## src/assert_macros.svh

```systemverilog
// assertion helpers shared by the scheduler modules
`ifndef ASSERT_MACROS_SVH
`define ASSERT_MACROS_SVH

// a condition that must hold at every clock edge outside reset
`define PTS_ASSERT(label, clk, rst_n, cond, msg) \
	label: assert property (@(posedge clk) disable iff (!rst_n) (cond)) else $error(msg);

// an antecedent that must imply the consequent on the next edge
`define PTS_ASSERT_NEXT(label, clk, rst_n, ante, cons, msg) \
	label: assert property (@(posedge clk) disable iff (!rst_n) (ante) |=> (cons)) \
		else $error(msg);

`endif

```

## src/pts_pkg.sv

```systemverilog
// ----------------------------------------------------------------------------
// pts_pkg
// shared codes and the controller to datapath command and status types
// ----------------------------------------------------------------------------
package pts_pkg;

	localparam logic [1:0] FUNC_READY  = 2'd0;
	localparam logic [1:0] FUNC_WAKE   = 2'd1;
	localparam logic [1:0] FUNC_TICK   = 2'd2;
	localparam logic [1:0] FUNC_SWITCH = 2'd3;

	localparam logic [1:0] LEAVE_RUN   = 2'd0;
	localparam logic [1:0] LEAVE_SLEEP = 2'd1;
	localparam logic [1:0] LEAVE_WAIT  = 2'd2;
	localparam logic [1:0] LEAVE_EXIT  = 2'd3;

	localparam logic [2:0] ST_FREE     = 3'd0;
	localparam logic [2:0] ST_READY    = 3'd1;
	localparam logic [2:0] ST_RUNNING  = 3'd2;
	localparam logic [2:0] ST_SLEEPING = 3'd3;
	localparam logic [2:0] ST_WAITING  = 3'd4;
	localparam logic [2:0] ST_ZOMBIE   = 3'd5;

	// one-step operations the controller asks of the datapath
	localparam logic [3:0] OP_NONE     = 4'd0;
	localparam logic [3:0] OP_LOAD     = 4'd1;  // latch the item
	localparam logic [3:0] OP_DECODE   = 4'd2;  // look up status, set flags
	localparam logic [3:0] OP_RM_STEP  = 4'd3;  // one step of sleep removal search
	localparam logic [3:0] OP_RM_DONE  = 4'd4;  // unlink found entry
	localparam logic [3:0] OP_APPEND   = 4'd5;  // append target to ready queue
	localparam logic [3:0] OP_TICK_CHK = 4'd6;  // compare sleep head time
	localparam logic [3:0] OP_TICK_POP = 4'd7;  // take sleep head as target
	localparam logic [3:0] OP_LEAVE    = 4'd8;  // current leaves
	localparam logic [3:0] OP_INS_STEP = 4'd9;  // one step of sorted insert
	localparam logic [3:0] OP_INS_DONE = 4'd10; // link the new sleeper
	localparam logic [3:0] OP_RESCHED  = 4'd11; // pick the next thread
	localparam logic [3:0] OP_PREEMPT  = 4'd12; // requeue preempted thread
	localparam logic [3:0] OP_FINISH   = 4'd13; // present result

	typedef struct packed {
		logic [3:0] op;
	} pts_cmd_t;

	typedef struct packed {
		logic       act_ready;   // make ready needs work
		logic       act_wake;    // wake needs work
		logic       need_remove; // target is sleeping
		logic       tick_more;   // sleep head due
		logic       walk_done;   // list walk finished
		logic       do_leave_sleep;
		logic       preempt;     // previous thread must be requeued
	} pts_sts_t;

endpackage

```

## src/pts_datapath.sv

```systemverilog
// ----------------------------------------------------------------------------
// pts_datapath
// thread tables, ready queues and sorted sleep list, one step per command
// ----------------------------------------------------------------------------
`include "assert_macros.svh"
module pts_datapath #(
	parameter int THREADS         = 32,
	parameter int PRIORITY_LEVELS = 8,
	parameter int TIME_BITS       = 32
) (
	input  logic              clk,
	input  logic              arst_n,
	input  pts_pkg::pts_cmd_t cmd,
	output pts_pkg::pts_sts_t sts,
	input  logic [1:0]        func,
	input  logic [4:0]        thread_num,
	input  logic [2:0]        priority_req,
	input  logic [1:0]        leave_state,
	input  logic [31:0]       resume_time,
	input  logic [31:0]       now_time,
	output logic [4:0]        current_thread,
	output logic              switched,
	output logic              need_resched,
	output logic              none_ready,
	output logic              error
);
	import pts_pkg::*;

	localparam int TW = (THREADS > 1) ? $clog2(THREADS) : 1;
	localparam int PW = (PRIORITY_LEVELS > 1) ? $clog2(PRIORITY_LEVELS) : 1;
	localparam int CW = $clog2(THREADS + 1);
	localparam int TB = (TIME_BITS < 32) ? TIME_BITS : 32;

	logic [2:0]           status_q [THREADS];
	logic [PW-1:0]        prio_q   [THREADS];
	logic [TW-1:0]        rlink_q  [THREADS];
	logic [TW-1:0]        rhead_q  [PRIORITY_LEVELS];
	logic [TW-1:0]        rtail_q  [PRIORITY_LEVELS];
	logic [PRIORITY_LEVELS-1:0] rne_q;
	logic [TIME_BITS-1:0] stime_q  [THREADS];
	logic [TW-1:0]        slink_q  [THREADS];
	logic [TW-1:0]        shead_q;
	logic [CW-1:0]        scount_q;
	logic [TW-1:0]        run_q;
	logic                 run_valid_q;

	// latched item
	logic [1:0]           func_q;
	logic                 id_ok_q;
	logic [PW-1:0]        pr_q;
	logic [1:0]           leave_q;
	logic [TIME_BITS-1:0] resume_q, now_q;

	// working registers
	logic [TW-1:0] tgt_q, prev_q, cur_q;
	logic [CW-1:0] pos_q;
	logic          found_q;
	logic          sw_q, need_q, none_q, err_q;
	logic          act_ready_q, act_wake_q, rm_q, leave_sleep_q, preempt_q;

	// priority select, highest non-empty level
	logic [PW-1:0] top_lvl;
	logic          top_any;
	always_comb begin
		top_lvl = '0;
		top_any = 1'b0;
		for (int i = 0; i < PRIORITY_LEVELS; i++) begin
			if (rne_q[i]) begin
				top_lvl = PW'(i);
				top_any = 1'b1;
			end
		end
	end

	logic [PW-1:0] pr_sat;
	always_comb begin
		if ({29'd0, priority_req} >= 32'(PRIORITY_LEVELS))
			pr_sat = PW'(PRIORITY_LEVELS - 1);
		else
			pr_sat = PW'(priority_req);
	end

	logic [2:0]    tgt_status;
	logic [PW-1:0] tgt_prio;
	logic [PW-1:0] run_prio;
	assign tgt_status = status_q[tgt_q];
	assign tgt_prio   = prio_q[tgt_q];
	assign run_prio   = prio_q[run_q];

	assign sts.act_ready      = act_ready_q;
	assign sts.act_wake       = act_wake_q;
	assign sts.need_remove    = rm_q;
	assign sts.tick_more      = (scount_q != '0) && (stime_q[shead_q] <= now_q);
	assign sts.walk_done      = found_q || (pos_q >= scount_q);
	assign sts.do_leave_sleep = leave_sleep_q;
	assign sts.preempt        = preempt_q;

	// pick decision is combinational on the registered tables
	logic pick_c, prev_run_c;
	assign prev_run_c = run_valid_q && (status_q[run_q] == ST_RUNNING);
	assign pick_c = top_any && (!prev_run_c || top_lvl >= run_prio);

	// control state
	always_ff @(posedge clk or negedge arst_n) begin
		if (!arst_n) begin
			for (int i = 0; i < THREADS; i++) status_q[i] <= ST_FREE;
			rne_q       <= '0;
			shead_q     <= '0;
			scount_q    <= '0;
			run_q       <= '0;
			run_valid_q <= 1'b0;
		end else begin
			case (cmd.op)
				OP_RM_DONE: begin
					if (!found_q) begin
					end else begin
						if (pos_q == '0) shead_q <= slink_q[tgt_q];
						scount_q <= scount_q - 1'b1;
					end
				end
				OP_APPEND: begin
					status_q[tgt_q] <= ST_READY;
					rne_q[tgt_prio] <= 1'b1;
				end
				OP_TICK_POP: begin
					shead_q  <= slink_q[shead_q];
					scount_q <= scount_q - 1'b1;
				end
				OP_LEAVE: begin
					if (run_valid_q && status_q[run_q] == ST_RUNNING) begin
						case (leave_q)
							LEAVE_SLEEP: status_q[run_q] <= ST_SLEEPING;
							LEAVE_WAIT:  status_q[run_q] <= ST_WAITING;
							LEAVE_EXIT:  status_q[run_q] <= ST_ZOMBIE;
							default: ;
						endcase
					end
				end
				OP_INS_DONE: begin
					if (pos_q == '0) shead_q <= run_q;
					scount_q <= scount_q + 1'b1;
				end
				OP_RESCHED: begin
					if (pick_c) begin
						if (rhead_q[top_lvl] == rtail_q[top_lvl]) rne_q[top_lvl] <= 1'b0;
						status_q[rhead_q[top_lvl]] <= ST_RUNNING;
						run_q       <= rhead_q[top_lvl];
						run_valid_q <= 1'b1;
					end else if (!prev_run_c) begin
						run_valid_q <= 1'b0;
					end
				end
				OP_PREEMPT: begin
					status_q[tgt_q] <= ST_READY;
					rne_q[tgt_prio] <= 1'b1;
				end
				default: ;
			endcase
		end
	end

	// payload and working registers
	always_ff @(posedge clk) begin
		case (cmd.op)
			OP_LOAD: begin
				func_q   <= func;
				id_ok_q  <= ({27'd0, thread_num} < 32'(THREADS));
				pr_q     <= pr_sat;
				leave_q  <= leave_state;
				resume_q <= TIME_BITS'(resume_time[TB-1:0]);
				now_q    <= TIME_BITS'(now_time[TB-1:0]);
				tgt_q    <= TW'(thread_num);
				sw_q <= 1'b0; need_q <= 1'b0; none_q <= 1'b0; err_q <= 1'b0;
				act_ready_q <= 1'b0; act_wake_q <= 1'b0; rm_q <= 1'b0;
				leave_sleep_q <= 1'b0; preempt_q <= 1'b0;
				pos_q <= '0; found_q <= 1'b0;
			end
			OP_DECODE: begin
				pos_q   <= '0;
				found_q <= 1'b0;
				cur_q   <= shead_q;
				rm_q    <= (tgt_status == ST_SLEEPING);
				if (func_q == FUNC_READY) begin
					act_ready_q <= id_ok_q && tgt_status != ST_READY &&
						tgt_status != ST_RUNNING;
				end else if (func_q == FUNC_WAKE) begin
					if (!id_ok_q || tgt_status == ST_FREE || tgt_status >= ST_ZOMBIE)
						err_q <= 1'b1;
					act_wake_q <= id_ok_q && (tgt_status == ST_SLEEPING ||
						tgt_status == ST_WAITING);
				end else if (func_q == FUNC_SWITCH) begin
					leave_sleep_q <= prev_run_c && leave_q == LEAVE_SLEEP;
				end
			end
			OP_RM_STEP: begin
				if (cur_q == tgt_q) begin
					found_q <= 1'b1;
				end else begin
					prev_q <= cur_q;
					cur_q  <= slink_q[cur_q];
					pos_q  <= pos_q + 1'b1;
				end
			end
			OP_RM_DONE: begin
				if (found_q && pos_q != '0) slink_q[prev_q] <= slink_q[tgt_q];
				if (act_ready_q) prio_q[tgt_q] <= pr_q;
			end
			OP_APPEND: begin
				if (rne_q[tgt_prio]) rlink_q[rtail_q[tgt_prio]] <= tgt_q;
				else rhead_q[tgt_prio] <= tgt_q;
				rtail_q[tgt_prio] <= tgt_q;
				if (act_wake_q && (!run_valid_q || tgt_prio > run_prio)) need_q <= 1'b1;
			end
			OP_TICK_POP: tgt_q <= shead_q;
			OP_LEAVE: begin
				if (leave_sleep_q) stime_q[run_q] <= resume_q;
				cur_q <= shead_q;
				pos_q <= '0;
				found_q <= 1'b0;
			end
			OP_INS_STEP: begin
				if (resume_q > stime_q[cur_q]) begin
					prev_q <= cur_q;
					cur_q  <= slink_q[cur_q];
					pos_q  <= pos_q + 1'b1;
				end else begin
					found_q <= 1'b1;
				end
			end
			OP_INS_DONE: begin
				slink_q[run_q] <= cur_q;
				if (pos_q != '0) slink_q[prev_q] <= run_q;
			end
			OP_RESCHED: begin
				tgt_q      <= run_q;
				preempt_q  <= pick_c && prev_run_c;
				if (pick_c) begin
					if (rhead_q[top_lvl] != rtail_q[top_lvl])
						rhead_q[top_lvl] <= rlink_q[rhead_q[top_lvl]];
					sw_q <= !(run_valid_q && rhead_q[top_lvl] == run_q);
				end else if (!prev_run_c) begin
					none_q <= 1'b1;
				end
			end
			OP_PREEMPT: begin
				if (rne_q[tgt_prio]) rlink_q[rtail_q[tgt_prio]] <= tgt_q;
				else rhead_q[tgt_prio] <= tgt_q;
				rtail_q[tgt_prio] <= tgt_q;
			end
			default: ;
		endcase
	end

	// result is driven while the controller strobes it
	assign current_thread = run_valid_q ? 5'(run_q) : 5'd0;
	assign switched       = sw_q;
	assign need_resched   = need_q;
	assign none_ready     = none_q;
	assign error          = err_q;

	`PTS_ASSERT(a_count_range, clk, arst_n, scount_q <= CW'(THREADS),
		"sleep count beyond thread count")
	`PTS_ASSERT_NEXT(a_resched_runs, clk, arst_n, cmd.op == OP_RESCHED && pick_c,
		run_valid_q, "picked thread not marked running")
	`PTS_ASSERT_NEXT(a_none_clear, clk, arst_n,
		cmd.op == OP_RESCHED && !pick_c && !prev_run_c, !run_valid_q,
		"nothing ready but a thread still marked running")

endmodule

```

## src/pts_ctrl.sv

```systemverilog
// ----------------------------------------------------------------------------
// pts_ctrl
// sequencer that steps the datapath through one operation
// ----------------------------------------------------------------------------
`include "assert_macros.svh"
module pts_ctrl (
	input  logic              clk,
	input  logic              arst_n,
	input  logic              start,
	input  logic [1:0]        func,
	output logic              busy,
	output logic              done,
	output pts_pkg::pts_cmd_t cmd,
	input  pts_pkg::pts_sts_t sts
);
	import pts_pkg::*;

	localparam logic [3:0] S_IDLE    = 4'd0;
	localparam logic [3:0] S_DECODE  = 4'd1;
	localparam logic [3:0] S_RM_STEP = 4'd2;
	localparam logic [3:0] S_RM_DONE = 4'd3;
	localparam logic [3:0] S_APPEND  = 4'd4;
	localparam logic [3:0] S_TCHK    = 4'd5;
	localparam logic [3:0] S_TPOP    = 4'd6;
	localparam logic [3:0] S_TAPP    = 4'd7;
	localparam logic [3:0] S_LEAVE   = 4'd8;
	localparam logic [3:0] S_INS     = 4'd9;
	localparam logic [3:0] S_INS_DN  = 4'd10;
	localparam logic [3:0] S_RESCHED = 4'd11;
	localparam logic [3:0] S_PREEMPT = 4'd12;
	localparam logic [3:0] S_FINISH  = 4'd13;
	localparam logic [3:0] S_LEAVE2  = 4'd14;

	logic [3:0] state_q, state_d;
	logic [1:0] func_q;

	always_ff @(posedge clk or negedge arst_n) begin
		if (!arst_n) begin
			state_q <= S_IDLE;
			func_q  <= FUNC_READY;
		end else begin
			state_q <= state_d;
			if (start && !busy) func_q <= func;
		end
	end

	assign busy = (state_q != S_IDLE);
	assign done = (state_q == S_FINISH);

	always_comb begin
		state_d = state_q;
		cmd.op  = OP_NONE;
		case (state_q)
			S_IDLE: begin
				if (start) begin
					cmd.op  = OP_LOAD;
					state_d = S_DECODE;
				end
			end
			S_DECODE: begin
				cmd.op = OP_DECODE;
				case (func_q)
					FUNC_TICK:   state_d = S_TCHK;
					FUNC_SWITCH: state_d = S_LEAVE;
					default:     state_d = S_RM_STEP;
				endcase
			end
			S_RM_STEP: begin
				if (!(sts.act_ready || sts.act_wake)) state_d = S_FINISH;
				else if (!sts.need_remove || sts.walk_done) state_d = S_RM_DONE;
				else cmd.op = OP_RM_STEP;
			end
			S_RM_DONE: begin
				cmd.op  = sts.need_remove ? OP_RM_DONE : OP_NONE;
				if (!sts.need_remove && sts.act_ready) cmd.op = OP_RM_DONE;
				state_d = S_APPEND;
			end
			S_APPEND: begin
				cmd.op  = OP_APPEND;
				state_d = S_FINISH;
			end
			S_TCHK: begin
				state_d = sts.tick_more ? S_TPOP : S_RESCHED;
			end
			S_TPOP: begin
				cmd.op  = OP_TICK_POP;
				state_d = S_TAPP;
			end
			S_TAPP: begin
				cmd.op  = OP_APPEND;
				state_d = S_TCHK;
			end
			S_LEAVE: begin
				cmd.op  = OP_LEAVE;
				state_d = sts.do_leave_sleep ? S_INS : S_RESCHED;
			end
			S_INS: begin
				if (sts.walk_done) state_d = S_INS_DN;
				else cmd.op = OP_INS_STEP;
			end
			S_INS_DN: begin
				cmd.op  = OP_INS_DONE;
				state_d = S_RESCHED;
			end
			S_RESCHED: begin
				cmd.op  = OP_RESCHED;
				state_d = S_LEAVE2;
			end
			S_LEAVE2: begin
				state_d = sts.preempt ? S_PREEMPT : S_FINISH;
			end
			S_PREEMPT: begin
				cmd.op  = OP_PREEMPT;
				state_d = S_FINISH;
			end
			S_FINISH: begin
				state_d = S_IDLE;
			end
			default: state_d = S_IDLE;
		endcase
	end

	`PTS_ASSERT_NEXT(a_start_busy, clk, arst_n, start && !busy, busy,
		"accepted item did not make the block busy")
	`PTS_ASSERT_NEXT(a_done_idle, clk, arst_n, done, !busy,
		"result strobe not followed by idle")
	`PTS_ASSERT(a_done_busy, clk, arst_n, !done || busy,
		"result strobe while idle")

endmodule

```

## src/priority_thread_scheduler.sv

```systemverilog
// ----------------------------------------------------------------------------
// priority_thread_scheduler
// fixed-priority preemptive thread scheduler with ready fifos and sleep list
// ----------------------------------------------------------------------------
// Give one item with start high while busy is low: func selects make ready,
// wake, tick or switch. Exactly one result follows, on the result ports for
// one cycle with done high; the receiver cannot stall it, so it must take
// the result in that cycle. busy stays high from acceptance to that cycle,
// and the next item can be taken in the cycle after it, so one item is worked
// at a time. Removal from the sleep list and the sorted insert of a sleeping
// switch walk the list one entry per cycle. A tick moves the due sleepers to
// the ready fifos one at a time and then picks the next thread, so a tick that
// wakes every thread sets the worst case. No clearing pass is needed after
// reset.
// ----------------------------------------------------------------------------
module priority_thread_scheduler #(
	parameter int THREADS         = 32,
	parameter int PRIORITY_LEVELS = 8,
	parameter int TIME_BITS       = 32
) (
	input  logic        clk,
	input  logic        arst_n,
	input  logic        start,
	output logic        busy,
	output logic        done,
	input  logic [1:0]  func,
	input  logic [4:0]  thread_num,
	input  logic [2:0]  priority_req,
	input  logic [1:0]  leave_state,
	input  logic [31:0] resume_time,
	input  logic [31:0] now_time,
	output logic [4:0]  current_thread,
	output logic        switched,
	output logic        need_resched,
	output logic        none_ready,
	output logic        error
);
	import pts_pkg::*;

	// command and status between sequencer and tables
	pts_cmd_t cmd;
	pts_sts_t sts;

	pts_ctrl u_ctrl (
		.clk    (clk),
		.arst_n (arst_n),
		.start  (start),
		.func   (func),
		.busy   (busy),
		.done   (done),
		.cmd    (cmd),
		.sts    (sts)
	);

	pts_datapath #(
		.THREADS         (THREADS),
		.PRIORITY_LEVELS (PRIORITY_LEVELS),
		.TIME_BITS       (TIME_BITS)
	) u_dp (
		.clk            (clk),
		.arst_n         (arst_n),
		.cmd            (cmd),
		.sts            (sts),
		.func           (func),
		.thread_num     (thread_num),
		.priority_req   (priority_req),
		.leave_state    (leave_state),
		.resume_time    (resume_time),
		.now_time       (now_time),
		.current_thread (current_thread),
		.switched       (switched),
		.need_resched   (need_resched),
		.none_ready     (none_ready),
		.error          (error)
	);

endmodule

```

## config.mk

```make
export PLATFORM = sky130hd
export DESIGN_NAME = priority_thread_scheduler
export DESIGN_NICKNAME = d
export VERILOG_FILES = /design/src/pts_pkg.sv /design/src/pts_datapath.sv /design/src/pts_ctrl.sv /design/src/priority_thread_scheduler.sv
export VERILOG_INCLUDE_DIRS = /design/src /design/src/src
export SDC_FILE = /design/constraint.sdc
export NUM_CORES = 2
export LEC_CHECK = 0
export BUFFER_PORTS_ARGS = -buffer_cell sky130_fd_sc_hd__buf_2
export CELL_PAD_IN_SITES_DETAIL_PLACEMENT = 0
export CELL_PAD_IN_SITES_GLOBAL_PLACEMENT = 1
export CORE_MARGIN = 2
export CORE_UTILIZATION = 35
export CTS_CLUSTER_DIAMETER = 80
export DETAILED_ROUTE_END_ITERATION = 8
export HOLD_SLACK_MARGIN = 0.06
export PLACE_DENSITY_LB_ADDON = 0.1
export SLEW_MARGIN = 20
export SYNTH_ARGS = -nofsm -noshare
export SYNTH_HDL_FRONTEND = slang
export SYNTH_HIERARCHICAL = 1
export SYNTH_SLANG_ARGS = --single-unit
```

## constraint.sdc

```tcl
create_clock -name clk -period 8.88 [get_ports clk]
set_input_delay 1.776 -clock clk [delete_from_list [all_inputs] [get_ports clk]]
set_output_delay 1.776 -clock clk [all_outputs]
set_load 0.02 [all_outputs]
```

Yosys cells after proc, flatten, opt, wreduce, memory -nomap -nowiden:

Memories as Yosys holds them, arrays and structs flattened. A register that Yosys moved wholly into a read port is not among the register bits.
Index checks and enable logic that the tools add are counted.

* bits in registers: 229
* bits in latches: 0
* RAM bits: 1520
* bits in read-only memories: 0
* input port bits: 79
* output and inout port bits: 11
* word-level logic and storage cells: 389
* memories: 6

* add/sub/neg operators: 3
* multiply operators: 0
* divide/modulo/power cells: 0
* $lt $le $gt $ge: 16
* eq/ne operators: 66
* shift-type cells: 0
* muxes and demuxes: 143
* bitwise logic cells: 28
* reductions and logical operators: 69

Memory list
* u_dp.stime_q: words 32, bits a word 32, rd ports 2, clocked after Yosys merged registers in 1, wr ports 1, RTL line pts_datapath.sv:40 `logic [TIME_BITS-1:0] stime_q [THREADS];`
* u_dp.rlink_q: words 32, bits a word 5, rd ports 1, clocked after Yosys merged registers in 0, wr ports 1, RTL line pts_datapath.sv:36 `logic [TW-1:0] rlink_q [THREADS];`
* u_dp.slink_q: words 32, bits a word 5, rd ports 3, clocked after Yosys merged registers in 2, wr ports 2, RTL line pts_datapath.sv:41 `logic [TW-1:0] slink_q [THREADS];`
* u_dp.prio_q: words 32, bits a word 3, rd ports 2, clocked after Yosys merged registers in 1, wr ports 1, RTL line pts_datapath.sv:35 `logic [PW-1:0] prio_q [THREADS];`
* u_dp.rhead_q: words 8, bits a word 5, rd ports 1, clocked after Yosys merged registers in 0, wr ports 1, RTL line pts_datapath.sv:37 `logic [TW-1:0] rhead_q [PRIORITY_LEVELS];`
* u_dp.rtail_q: words 8, bits a word 5, rd ports 2, clocked after Yosys merged registers in 0, wr ports 1, RTL line pts_datapath.sv:38 `logic [TW-1:0] rtail_q [PRIORITY_LEVELS];`

Operators with widths (number)
* $pmux 96 s3: 2
* $and 64x64->64: 3
* $mux 96: 2
* $not 64->64: 3
* $or 64x64->64: 2
* $or 32x32->32: 3
* $mux 5: 17
* $and 32x32->32: 2
* $mux 1: 64
* $not 32->32: 2
* $pmux 4 s13: 1
* $eq 4x4->1 const B: 12
* $demux 3 s5: 3
* $pmux 5 s3: 3
* $pmux 4 s11: 1
* $mux 3: 13
* $pmux 6 s3: 2
* $gt 32x32->1: 1
* $le 32x32->1: 1
* $mux 4: 8
* $bmux 3 s5: 2
* $ne 2x1->1 const B: 15
* $eq 4x3->1 const B: 7
* $reduce_and 3->1: 8
* 56 further kinds: 148

Logic depth before layout (Yosys ltp):

An unclocked memory read counts as a cell.

* word-level depth: 17
* gate-level depth with buffers: 23
* depth with buffers taken out: 23

Cells and area by module:

Netlist, hierarchy kept.

By module, submodules not included
* pts_datapath: instances 1, cells an instance 5120, area each 87074.8 µm², sequential area each 51934.8 µm²
* pts_ctrl: instances 1, cells an instance 71, area each 538.0 µm², sequential area each 150.1 µm²

Least setup slack after synthesis:

OpenSTA, ideal clock, no wires.

* kind: register to register
* from: register with a tool-made name
* to: register with a tool-made name
* setup time: 121 ps
* arrival: 5224 ps
* slack: 3535 ps
* stages on the path, launching flop included: 19
* clock period less this slack: 5345 ps
* cells stage by stage: dfxtp_1 -> clkbuf_1 -> buf_2 -> buf_2 -> buf_1 -> mux4_2 -> mux4_2 -> mux2i_1 -> ha_1 -> a21o_1 -> a21o_1 -> a21oi_1 -> o21ai_0 -> nor4_1 -> nor4b_1 -> o211ai_1 -> mux2_2 -> a211oi_2 -> mux2_2

==> out/qor.yml <==
grt_pass1_wl_um: 426000
gp_congestion: 0.8326
ys_types: 95
syn-instance-count: 5191
fin_util_pct: 39.95
clk_latency_ns: 0.87
status: "completed"
holdBufCountCts: 0
synthFlopType: "edfxtp_1"
cts_tree: "yes"
max_freq_mhz: 156.3
synth_nets: 5356
gr-total-overflow: 0
vdd_drop_max_v: 0.0003344
cp-end-kind: "flip-flop"
vias: 52460
power.leakage_uw: 0.03171
syn2layout_area_growth_pct: 13.50
dieArea_um2: 254300
clock_path_buffers: 3
reg2reg_depth: 15
yosysTopAreaCellShare_pct: 55.59
hold_class: "flip-flop to flip-flop"
fp.coreArea_um2: 248900
die_h_um: 504.3
ant_nets: 0
grt_start_max_net_pins: 111
period_needed_ns: 6.399
worst_ep_arrival_time_ns: 7.09
io_buffers: 89
postSynthRegisterBits: 1759
yosys.area.top_type: "edfxtp_1"
route.detailed.drc: 0
slew_headroom_pct: 23.77
synth_enable_flop_cells: 1622
netlist_top_cells_area: "edfxtp_1, mux4_2, dfrtp_1"
cts.sinks: 1759
yosysWarnings: 6
cts_root_buf: "clkbuf_16"
numCtsBuffers: 206
hold_depth: 2
clk_pin_slew_worst_paths_ns: 0.06
ys_seq_area_share_pct: 59.45
place_hpwl_um: 181100
power_density_nw_per_um2: 378.5
num_io_pins: 90
netlist_top_cells_count: "edfxtp_1, mux4_2, nand2_1, clkbuf_1, o21ai_0"
layout-drive-gt1-share_pct: 32.76
finalMaxSlewViolations: 0
start_kind: "flip-flop"
finalCritPeriodShare_pct: 72.06
fin_nets: 5416
synthesis.area_um2: 87610
final-hold-violation-count: 0
antenna_found_initial: 8
wl_um: 303400
start_util_pct: 35.20
clock_skew_ns: 0.06746
post-synth-top-count-cell: "edfxtp_1"
async_flop_share_pct: 7.220
via_per_inst: 5.988
h-tree-depth: 4
setup_viol: 0
n_fill_cell: 22620
rsz0062_at_grt: "no"
crit_type: "flip-flop to flip-flop"
rows: 183
dr.pass1.iters: 6
tns_ns: 0
maxCapViolations: 0
crit_fanout: 44
grt_pass1_vias: 53380
die_width_um: 504.3
post_cts_resized: 0
drt-initial-drc-count: 5613
tightest_slew_ns: 1.137
post_cts_buffers: 0
required_ns: 9.57
grt_usage_pct: 23.58
syn_avg_cell_area_um2: 16.88
wl_per_cell_um: 34.63
## final timing paths
kind | start | to | slack [ns]
max in group asynchronous | arst_n | u_dp/shead_q[0] | 6.28
worst max register to register | flip-flop | flip-flop | 2.48
min in group asynchronous | arst_n | u_ctrl/func_q[1] | 0.96
worst min register to register | u_dp/status_q[5] | u_dp/status_q[5] | 0.53
worst max-delay path | flip-flop | flip-flop | 2.48
worst min-delay path | u_dp/status_q[5] | u_dp/status_q[5] | 0.53
## layout by cell type (no fill, tap or decap), drive strengths merged, types with 12 or more instances in the layout
master / netlist / final
and2: 12 / 12
mux2i: 107 / 107
nand4: 22 / 22
ha: 85 / 85
nor4: 15 / 15
dfrtp: 127 / 127
clkinv: 2 / 88
a211oi: 20 / 20
a221oi: 43 / 43
edfxtp: 1622 / 1622
a21o: 21 / 21
nand2: 285 / 285
mux2: 221 / 221
nand2b: 22 / 22
buf: 139 / 273
inv: 67 / 77
nor2b: 33 / 33
a22oi: 59 / 59
nor2: 235 / 235
nor3: 99 / 99
a21oi: 147 / 147
o31ai: 22 / 22
mux4: 873 / 873
nand3: 59 / 59
clkbuf: 282 / 256
o22ai: 42 / 42
bufinv: 0 / 24
or2: 18 / 18
and3: 25 / 25
a222oi: 32 / 32
xnor2: 24 / 24
o21ai: 293 / 293
## power by group
part	internal [µW]	total (µW)	switching [µW]
logic	7150	17200	10000
registers	10800	11800	1010
clock network	5000	8620	3620
## final cells by class
| class | count | area (µm²) | area share, % |
|---|---|---|---|
| diodes | 2 | 5.005 | 0.005033 |
| clock buffers | 256 | 5353 | 5.383 |
| clock inverters | 129 | 1480 | 1.488 |
| inverters | 69 | 264.0 | 0.2655 |
| multi-input cells | 2942 | 33870 | 34.06 |
| flip-flops and latches | 1759 | 52140 | 52.43 |
| well taps | 3330 | 4167 | 4.190 |
| repair buffers | 273 | 2165 | 2.177 |
## worst max-delay path, cell delays in order (launching register included)
cell,delay (ns)
dfxtp_4,0.84
buf_4,0.69
mux4_2,0.42
mux4_2,0.51
mux2i_1,0.39
ha_1,0.22
a21oi_1,0.07
o21ai_0,0.72
nor4_1,0.11
nor4b_1,0.36
o211ai_1,0.44
buf_4,0.33
mux2_2,0.27
a211oi_2,0.21
buf_4,0.23
mux2_2,0.35
## per-stage QoR
step	hold WS [ns]	cells	area [µm²]	setup slack, ns	total power, µW
global placement	0.5019	8360	92360	2.407	29290
finish	0.5283	8760	99440	2.481	37630
floorplan	0.4746	5191	87610	3.535	23070
global route	0.5529	8760	99440	2.222	39450
detailed placement	0.5184	8363	92440	2.446	29300
CTS	0.5321	8748	99280	2.427	38010
## state kept, by name, indices dropped and copies added (netlist names), 3 cells and up, named ones only
signal	cells
u_dp/rlink_q	160
u_dp/tgt_q	5
u_dp/shead_q	5
u_dp/rhead_q	40
u_dp/stime_q	1024
u_dp/slink_q	160
u_dp/run_q	5
u_dp/rne_q	8
u_dp/prio_q	96
u_dp/rtail_q	40
u_dp/prev_q	5
u_dp/cur_q	5
u_dp/pos_q	6
u_dp/scount_q	6
u_dp/now_q	32
u_dp/pr_q	3
u_dp/resume_q	32
u_ctrl/state_q	4
u_dp/status_q	96
## logic make-up after synthesis
group                    after synthesis  synth area share (%)
AND/OR/NAND/NOR                      872                 4.718
flip-flops                          1759                 59.45
AO/OA/AOI/OAI                        749                 5.387
adder cells (fa/ha/maj)               86                 1.237
buffers and inverters                490                 2.305
XOR/XNOR                              34                0.3399
multiplexers                        1201                 26.56
## layer usage
| metal | track usage (%) | part of all wire, % | up-vias |
|---|---|---|---|
| met5 | 0 | 0 | - |
| met4 | 6.419 | 2.8 | 0 |
| met3 | 3.313 | 5.6 | 394 |
| met2 | 38.40 | 48 | 1865 |
| met1 | 33.09 | 44 | 28490 |
| li1 | - | - | 21710 |
Power figures use the tool's default switching activity.
